--- src/design/tcw_pkg.sv ---
package tcw_pkg;

  localparam int COLUMNS_DEF = 80;
  localparam int ROWS_DEF    = 25;

  localparam int OPCODE_W    = 2;
  localparam int GLYPH_W     = 8;
  localparam int ATTR_W      = 8;
  localparam int CELL_W      = GLYPH_W + ATTR_W;
  localparam int QROW_W      = 5;
  localparam int QCOL_W      = 7;
  localparam int CUR_ROW_W   = 5;
  localparam int CUR_COL_W   = 7;

  localparam int QUEUE_DEPTH = 2;

  localparam logic [GLYPH_W-1:0] CH_NEWLINE   = 8'd10;
  localparam logic [GLYPH_W-1:0] CH_BACKSPACE = 8'd8;
  localparam logic [GLYPH_W-1:0] CH_SPACE     = 8'd32;
  localparam logic [ATTR_W-1:0]  RESET_COLOR  = 8'h07;

  typedef enum logic [OPCODE_W-1:0] {
    OP_PUT   = 2'd0,
    OP_READ  = 2'd1,
    OP_CLEAR = 2'd2,
    OP_SPARE = 2'd3
  } opcode_t;

  typedef enum logic [2:0] {
    CMD_PUT,
    CMD_NEWLINE,
    CMD_BACKSPACE,
    CMD_READ,
    CMD_CLEAR
  } cmd_kind_t;

  typedef struct packed {
    cmd_kind_t          kind;
    logic [GLYPH_W-1:0] glyph;
    logic [QROW_W-1:0]  row;
    logic [QCOL_W-1:0]  col;
  } cmd_t;

  typedef enum logic [1:0] {
    S_IDLE,
    S_FILL,
    S_READ,
    S_RESP
  } back_state_t;

endpackage

--- src/design/tcw_queue.sv ---
module tcw_queue (
  input  logic          clk,
  input  logic          rst,
  input  logic          push_valid,
  output logic          push_ready,
  input  tcw_pkg::cmd_t push_cmd,
  output logic          head_valid,
  input  logic          pop,
  output tcw_pkg::cmd_t head
);
  import tcw_pkg::*;

  localparam int PW = (QUEUE_DEPTH > 1) ? $clog2(QUEUE_DEPTH) : 1;
  localparam int NW = $clog2(QUEUE_DEPTH + 1);

  cmd_t          slots [QUEUE_DEPTH];
  logic [PW-1:0] wr_ptr;
  logic [PW-1:0] rd_ptr;
  logic [NW-1:0] count;
  logic          push;
  logic          pull;

  assign push_ready = count != NW'(QUEUE_DEPTH);
  assign head_valid = count != '0;
  assign head       = slots[rd_ptr];
  assign push       = push_valid && push_ready;
  assign pull       = pop && head_valid;

  always_ff @(posedge clk) begin
    if (rst) begin
      wr_ptr <= '0;
      rd_ptr <= '0;
      count  <= '0;
    end else begin
      if (push) begin
        wr_ptr <= (wr_ptr == PW'(QUEUE_DEPTH - 1)) ? '0 : wr_ptr + 1'b1;
      end
      if (pull) begin
        rd_ptr <= (rd_ptr == PW'(QUEUE_DEPTH - 1)) ? '0 : rd_ptr + 1'b1;
      end
      if (push && !pull) begin
        count <= count + 1'b1;
      end else if (pull && !push) begin
        count <= count - 1'b1;
      end
    end
  end

  always_ff @(posedge clk) begin
    if (push) begin
      slots[wr_ptr] <= push_cmd;
    end
  end

endmodule

--- config.mk ---
export PLATFORM = sky130hd
export DESIGN_NAME = tcw_queue
export DESIGN_NICKNAME = d
export VERILOG_FILES = /design/src/design/tcw_pkg.sv /design/src/design/tcw_queue.sv
export SDC_FILE = /design/constraint.sdc
export NUM_CORES = 1
export LEC_CHECK = 0
export ABC_AREA = 1
export BUFFER_PORTS_ARGS = -buffer_cell sky130_fd_sc_hd__clkbuf_2
export CAP_MARGIN = 20
export CORE_MARGIN = 2
export CORE_UTILIZATION = 41
export CTS_CLUSTER_DIAMETER = 40
export CTS_CLUSTER_SIZE = 12
export DETAILED_ROUTE_END_ITERATION = 12
export GPL_ROUTABILITY_DRIVEN = 0
export HOLD_SLACK_MARGIN = 0.12
export MAX_ROUTING_LAYER = met4
export PLACE_DENSITY = 0.73
export SETUP_SLACK_MARGIN = 0.02
export SYNTH_ARGS = -nofsm -noshare
export SYNTH_HDL_FRONTEND = slang
export SYNTH_SLANG_ARGS = --single-unit
export TNS_END_PERCENT = 30
--- constraint.sdc ---
create_clock -name clk -period 1.99 [get_ports clk]
set_input_delay 0.199 -clock clk [delete_from_list [all_inputs] [get_ports clk]]
set_output_delay 0.199 -clock clk [all_outputs]
set_load 0.005 [all_outputs]
==> results.md, run 1 <==
- Largest family of logic cells by synthesized area: multiplexers
- CORE AREA: 4410 um2
- XOR/XNOR Fraction of Synth Area: 0
- TritonCTS Buffers: 5
- Buffers added on ports: 51
- DR WL/cell: around 15 um
- Die Wd: 72.1 um
- Clock power frac: 0.242
- GRT Resource Usage Total: 0.154
- Commonest cells after routing, fill and taps aside: clkbuf_2, edfxtp_1, mux2_2, dlygate4sd3_1, nand2_1
- Final Core Density: 0.586
- Mux cell area share after synthesis: 0.136
- Slew margin rel.: 0.872
- Root Driver: clkbuf_8
- Final setup skew: 3.71 ps
- Largest net degree at the start of global routing: 16
- Total wire length: about 3600 um
- Final hold vios: 0
- Layout cell share with drive strength beyond 1: 0.459
- FF-to-FF path depth: 9
- Final period utilization: 0.792
- Critical path arrival: 1780 ps
- Max Slew Vio Count: 0
- Synth Area in Compound Gates: 0.0105
- CP Launch Type: flip-flop
- Congestion Overflow GR: 0
- Status: finished, final reports clean
- Clock Latency Late Sink: 290 ps
- Post_cts resized: 0
- Yosys top cell by area: edfxtp_1
- Setup Viol. Count Final: 0
- Die area: roughly 5200 um2
- CP Max Fanout: 5
- Max-Cap Viols: 0
- Synth Warn #: 0
- Initial Utilization: 0.431
- Critical Path Sink Type: flip-flop
- Mapped Cells: 108
- Max Buffers Root-to-Sink: 2
- Post-route cell area: 2590 um2
- Num rows: 24
- Max Clk Rate: 634 MHz
- Most common cell after layout, fill and taps aside: clkbuf_2
- I/O Pins: 52
- P per Cell Area: 1100 nW/um2
- Cell-internal power: 2090 uW
- Area of the multi-input gates: 373 um2
- Hold Crit Class: in -> reg
- RSZ-0062 raised after global routing: no
- CTS tree: yes
- Die height: a little over 70 um
- Synth Cell Area: 1900 um2
- Simple-gate share of the synthesized area: 0.0401
- Hold Path Depth: 4
- Worst Path Required: 2190 ps
- Syn Area/Cell: 17.6 um2
- Area grow syn2layout: 36.1%
- Post-synthesis sequential area ratio: 0.779
- LEAKAGE: just over 0.001 uW
- Worst-path clk slew: 80 ps
- # nets final: 221
- Setup_tns: 0 ps
- Worst slew pin tran: between 150 and 200 ps
- Switching pwr: 753 uW
- Combinational share of power: 0.265
- Residual DRC count: 0
- Vias in the first global route: 1,319
- # fillers: 348
- Peak supply drop: 623 uV
- Drt via density: 4.92
- H-tree Lvls: 2
- Synth Area in Adders: 0.00658
- First-pass GRT wire length: 5760 um
- Initial DRC count: 59
- Number of routed nets with antenna violations: 0
- Critical path class: reg -> reg
- Distinct cells, synth: 12
- Reg power frac: 0.493
- Diodes inserted: 0
- Sw frac: 0.265
- Register area: 1480 um2
- 1st-pass router iterations: 4
- Post-Synthesis Net Count: approximately 140
- Initial antenna violation count: 0
- DR vias: 1,211
- Minimum clock period: 1580 ps
- Yosys reg bits: 51
- Clock sinks: 51
- Area contributors post-synth: edfxtp_1, mux2_2, dfxtp_1
- Top cell type's share of synthesized area: 0.726
- Dpl cell area: about 2200 um2
- DP HPWL: roughly 2400 um
Yosys cell counts, drive strengths merged:
library cell   n
a21oi          2
nor2           7
o21ai          2
ha             1
inv            8
nand4          1
edfxtp        46
buf            2
dfxtp          5
mux2          23
nand3          2
nand2          9
per-layer routing:
metal / track usage / vias up / share of wire
li1: - / 570 / -
met1: 0.156 / 590 / 0.38
met2: 0.282 / 47 / 0.55
met3: 0.0417 / 4 / 0.053
met4: 0.0566 / 0 / 0.014
met5: - / - / 0
state kept, by name (all words and copies together), names as in the netlist, named ones only:
signal  cells
rd_ptr      1
wr_ptr      1
count       2
slots      46
repair_timing:
action                    in CTS  in global routing
buffers inserted               0                  0
hold endpoints to repair      46                  0
hold buffers                  23                  0
power groups by stage:
stage | Combinational, uW | Clock [uW] | Sequential [uW]
detailed placement | 725 | 0 | 1430
floorplan | 423 | 0 | 1420
CTS | 762 | 711 | 1400
global route | 824 | 751 | 1420
global placement | 681 | 0 | 1420
finish | 754 | 688 | 1400
per-stage QoR:
stage                     setup slack (ps)  hold slack (ps)  cells  power [uW]
after global placement                 653              387    215        2100
final                                  414              197    246        2840
after CTS                              433              181    246        2880
after global routing                   302              200    246        2990
after detailed placement               461              394    215        2150
after floorplan                       40.9              298    108        1850
worst paths after layout:
| check | start | end | slack (ps) |
|---|---|---|---|
| setup / recovery | count[0] | count[1] | 410 |
| hold / removal | rst | wr_ptr | 200 |
| setup reg to reg | count[0] | count[1] | 410 |
| hold reg to reg | wr_ptr | wr_ptr | 520 |
cell type report:
cell class              instances  area share
flip-flops and latches         51       0.573
repair buffers                 80       0.205
multi-input cells              47       0.144
clock buffers                   5      0.0266
well taps                      52      0.0251
clock inverters                 3      0.0150
inverters                       8      0.0116
critical path, stage by stage (launching register included):
cell	delay [ps]
dfxtp_1	320
inv_1	140
nand2_1	100
nand2_1	160
inv_1	80
ha_1	340
inv_1	100
nand4_1	120
nand2_1	80
nor2_1	40
cells by family (layout without fill, tap and decap cells):
family / count (synthesis) / count (layout)
muxes: 23 / 23
and+or+nand+nor: 19 / 19
DFF: 51 / 51
AOI/OAI and AO/OA: 4 / 4
buffers and inverters: 10 / 96
adders and majority gates: 1 / 1
Power figures use the tool's default switching activity.
==> run 2, diff against run 1 <==
--- a/config.mk
+++ b/config.mk
@@ -5,7 +5,7 @@
 export SDC_FILE = /design/constraint.sdc
 export NUM_CORES = 1
 export LEC_CHECK = 0
-export ABC_AREA = 1
+export ABC_AREA = 0
 export BUFFER_PORTS_ARGS = -buffer_cell sky130_fd_sc_hd__clkbuf_2
 export CAP_MARGIN = 20
 export CORE_MARGIN = 2
@@ -16,7 +16,7 @@
 export GPL_ROUTABILITY_DRIVEN = 0
 export HOLD_SLACK_MARGIN = 0.12
 export MAX_ROUTING_LAYER = met4
-export PLACE_DENSITY = 0.73
+export PLACE_DENSITY = 0.74
 export SETUP_SLACK_MARGIN = 0.02
 export SYNTH_ARGS = -nofsm -noshare
 export SYNTH_HDL_FRONTEND = slang
==> constraint.sdc (replaced) <==
create_clock -name clk -period 1.4 [get_ports clk]
set_input_delay 0.14 -clock clk [delete_from_list [all_inputs] [get_ports clk]]
set_output_delay 0.14 -clock clk [all_outputs]
set_load 0.005 [all_outputs]
==> run 2 against run 1 <==
  * The flow now finishes with violations (setup timing)
  * Combinational power up 98%
  * Routed wire length rose by 1.8%
  * Global-route usage increased by 0.33 points
  * Non-clock buffer count up 6
  * Worst hold slack improved by 24 ps
  * Clock power up 12%
  * Fmax up 10%
  * Worst setup slack lost 450 ps
  * Critical endpoint unchanged
  * Largest cell class unchanged
  * Highest routed layer unchanged
==> results.md, run 2 <==
- Minimum clock period: about 1400 ps
- Flip-flop count of the largest register after layout: 46
- Top flop regs: slots (46), count (2)
- CP Cell Sequence: nand2b_4, and2_4, ha_4, xor2_2, or3_1, a21oi_1
- Placed Cells incl. Taps: between 200 and 250
- DP HPWL: 2330 um
- Post-synth EDFFs: 46
- Combinational share of power: 0.347
- Status: complete, but fails checks
- Syn Area/Cell: just under 20 um2
- Max Clk Rate: between 600 and 700 MHz
- Reg power frac: 0.473
- Die area: 5130 um2
- CORE AREA: 4380 um2
- Dpl cell area: 2280 um2
- Most frequent cell after synthesis: edfxtp_1
- Max Slew Vio Count: 0
- I/O Pins: 52
- Commonest cells post-synth: edfxtp_1, mux2_2, dfxtp_1, nor2_1, xor2_1
- Diodes inserted: 0
- Sw frac: 0.260
- Residual DRC count: 0
- Die Wd: 71.6 um
- Area contributors post-synth: edfxtp_1, mux2_2, dfxtp_1
- Layout Cells excl Fill: approximately 240
- GRT Resource Usage Total: 0.158
- Buffers added on ports: 51
- Commonest cells after routing, fill and taps aside: clkbuf_2, edfxtp_1, dlygate4sd3_1
- Drt via density: between 4 and 5
- RSZ-0062 raised after global routing: yes
- Cell-internal power: approximately 3200 uW
- Clock power frac: 0.180
- Final setup skew: 5.89 ps
- Post-CTS setup buffer count: 0
- Total chip power: 4290 uW
- Max Buffers Root-to-Sink: 2
- Initial DRC count: just over 100
- Die height: 71.6 um
- Most common cell after layout, fill and taps aside: clkbuf_2
- Violated checks: setup timing
- Post-route cell area: 2770 um2
- 1st-pass router iterations: 4
- Top cell type's share of synthesized area: 0.737
- Hold Crit Class: in -> reg
- Yosys top cell by area: edfxtp_1
- Peak supply drop: 913 uV
- Asr flop ratio synth: 0
- Reg with most FFs: slots
- Slew margin rel.: 0.868
- CP Launch Type: flip-flop
- Total wire length: roughly 3700 um
- Layout cell share with drive strength beyond 1: 0.551
- P per Cell Area: 1550 nW/um2
- Register area: ~1500 um2
- Clock sinks: 51
- Post-synthesis sequential area ratio: 0.791
- Number of routed nets with antenna violations: 0
- Critical Path Sink Type: flip-flop
- H-tree Lvls: 2
- Post-Synthesis Net Count: 123
- Setup Viol. Count Final: 4
- Largest net degree at the start of global routing: 15
- Mapped Cells: 95
- Worst Path Required: 1620 ps
- Distinct cells, synth: 17
- Congestion Overflow GR: 0
- # nets final: 214
- First-pass GRT wire length: between 5000 and 6000 um
- Initial Utilization: 0.427
- Clock Latency Late Sink: 290 ps
- Final hold vios: 0
- Root Driver: clkbuf_8
- Synth Cell Area: between 1500 and 2000 um2
- TritonCTS Buffers: 5
- # fillers: 330
- Critical path class: reg -> reg
- Crit path setup slack, layout: -32.0 ps
- Worst hold slack: between 200 and 250 ps
- Yosys reg bits: 51
- Vias in the first global route: about 1,200
- Initial antenna violation count: 0
- CP Max Fanout: 4
- LEAKAGE: 0.00112 uW
- Area grow syn2layout: 47.9%
- Num rows: 24
- Area of the multi-input gates: 492 um2
- Max-Cap Viols: 0
- Worst-path clk slew: about 80 ps
- Final period utilization: 1.02
- Worst slew pin tran: 198 ps
- Most used DFF post-synth: edfxtp_1
- DR WL/cell: 15.3 um
- Critical path arrival: ~1700 ps
- Synth Warn #: 0
- Setup_tns: -70.8 ps
- Slowest cell on the critical path: dfxtp_2
- Slowest Stage Delay on Critical Path: 350 ps
- CTS tree: yes
- Switching pwr: ~1100 uW
- DR vias: 1,132
[run 2: cell families after synthesis]
| group | share of synthesized area |
|---|---|
| buffers and inverters | 0.00735 |
| xor gates and xnor gates | 0.0140 |
| AOI/OAI and AO/OA | 0.0160 |
| and+or+nand+nor | 0.0267 |
| muxes | 0.138 |
| adders and majority gates | 0.00668 |
| DFF | 0.791 |
[run 2: final timing paths]
check	start	endpoint	slack [ps]	cells past startpoint
setup / recovery	count[0]	count[1]	-30	6
hold / removal	push_valid	wr_ptr	220	3
setup reg to reg	count[0]	count[1]	-30	6
hold reg to reg	rd_ptr	rd_ptr	520	2
[run 2: power by group through the flow]
stage | Sequential, uW | Combinational (uW) | Clock, uW
floorplan | 2000 | 599 | 0
global placement | 1990 | 1090 | 0
detailed placement | 2020 | 1140 | 0
CTS | 2020 | 1420 | 806
global route | 2050 | 1610 | 872
finish | 2030 | 1490 | 772
[run 2: critical path, delay by kind of cell, from the launching register on]
| kind | cells | cell delay [ps] |
|---|---|---|
| AOI/OAI and AO/OA | 1 | 120 |
| xor gates and xnor gates | 1 | 140 |
| DFF | 1 | 350 |
| adders and majority gates | 1 | 150 |
| and+or+nand+nor | 3 | 610 |
[run 2: metrics by stage]
stage | worst slack [ps] | utilization
6_report | -32.0 | 0.632
5_1_grt | -72.5 | 0.632
4_1_cts | -40.7 | 0.622
3_5_place_dp | -151 | 0.521
3_3_place_gp | -60.5 | 0.521
2_1_floorplan | -140 | -
[run 2: layer usage]
| metal | up-vias | part of all wire | track usage |
|---|---|---|---|
| li1 | 541 | - | - |
| met1 | 547 | 0.39 | 0.167 |
| met2 | 40 | 0.55 | 0.283 |
| met3 | 4 | 0.056 | 0.0436 |
| met4 | 0 | 0.0068 | 0.0503 |
| met5 | - | 0 | - |
[run 2: repair_timing]
item,4_1_cts,5_1_grt
setup endpoints to repair,33,33
hold buffers,24,0
resized for setup,30,13
gates cloned,1,0
endpoints found under the hold margin,51,0
pin swaps,2,0
[run 2: layout make-up]
type / instances / area share
clock buffers: 7 / 0.0276
repair buffers: 86 / 0.231
flip-flops and latches: 51 / 0.537
inverters: 1 / 0.00136
clock inverters: 1 / 0.00181
well taps: 52 / 0.0235
multi-input cells: 41 / 0.178
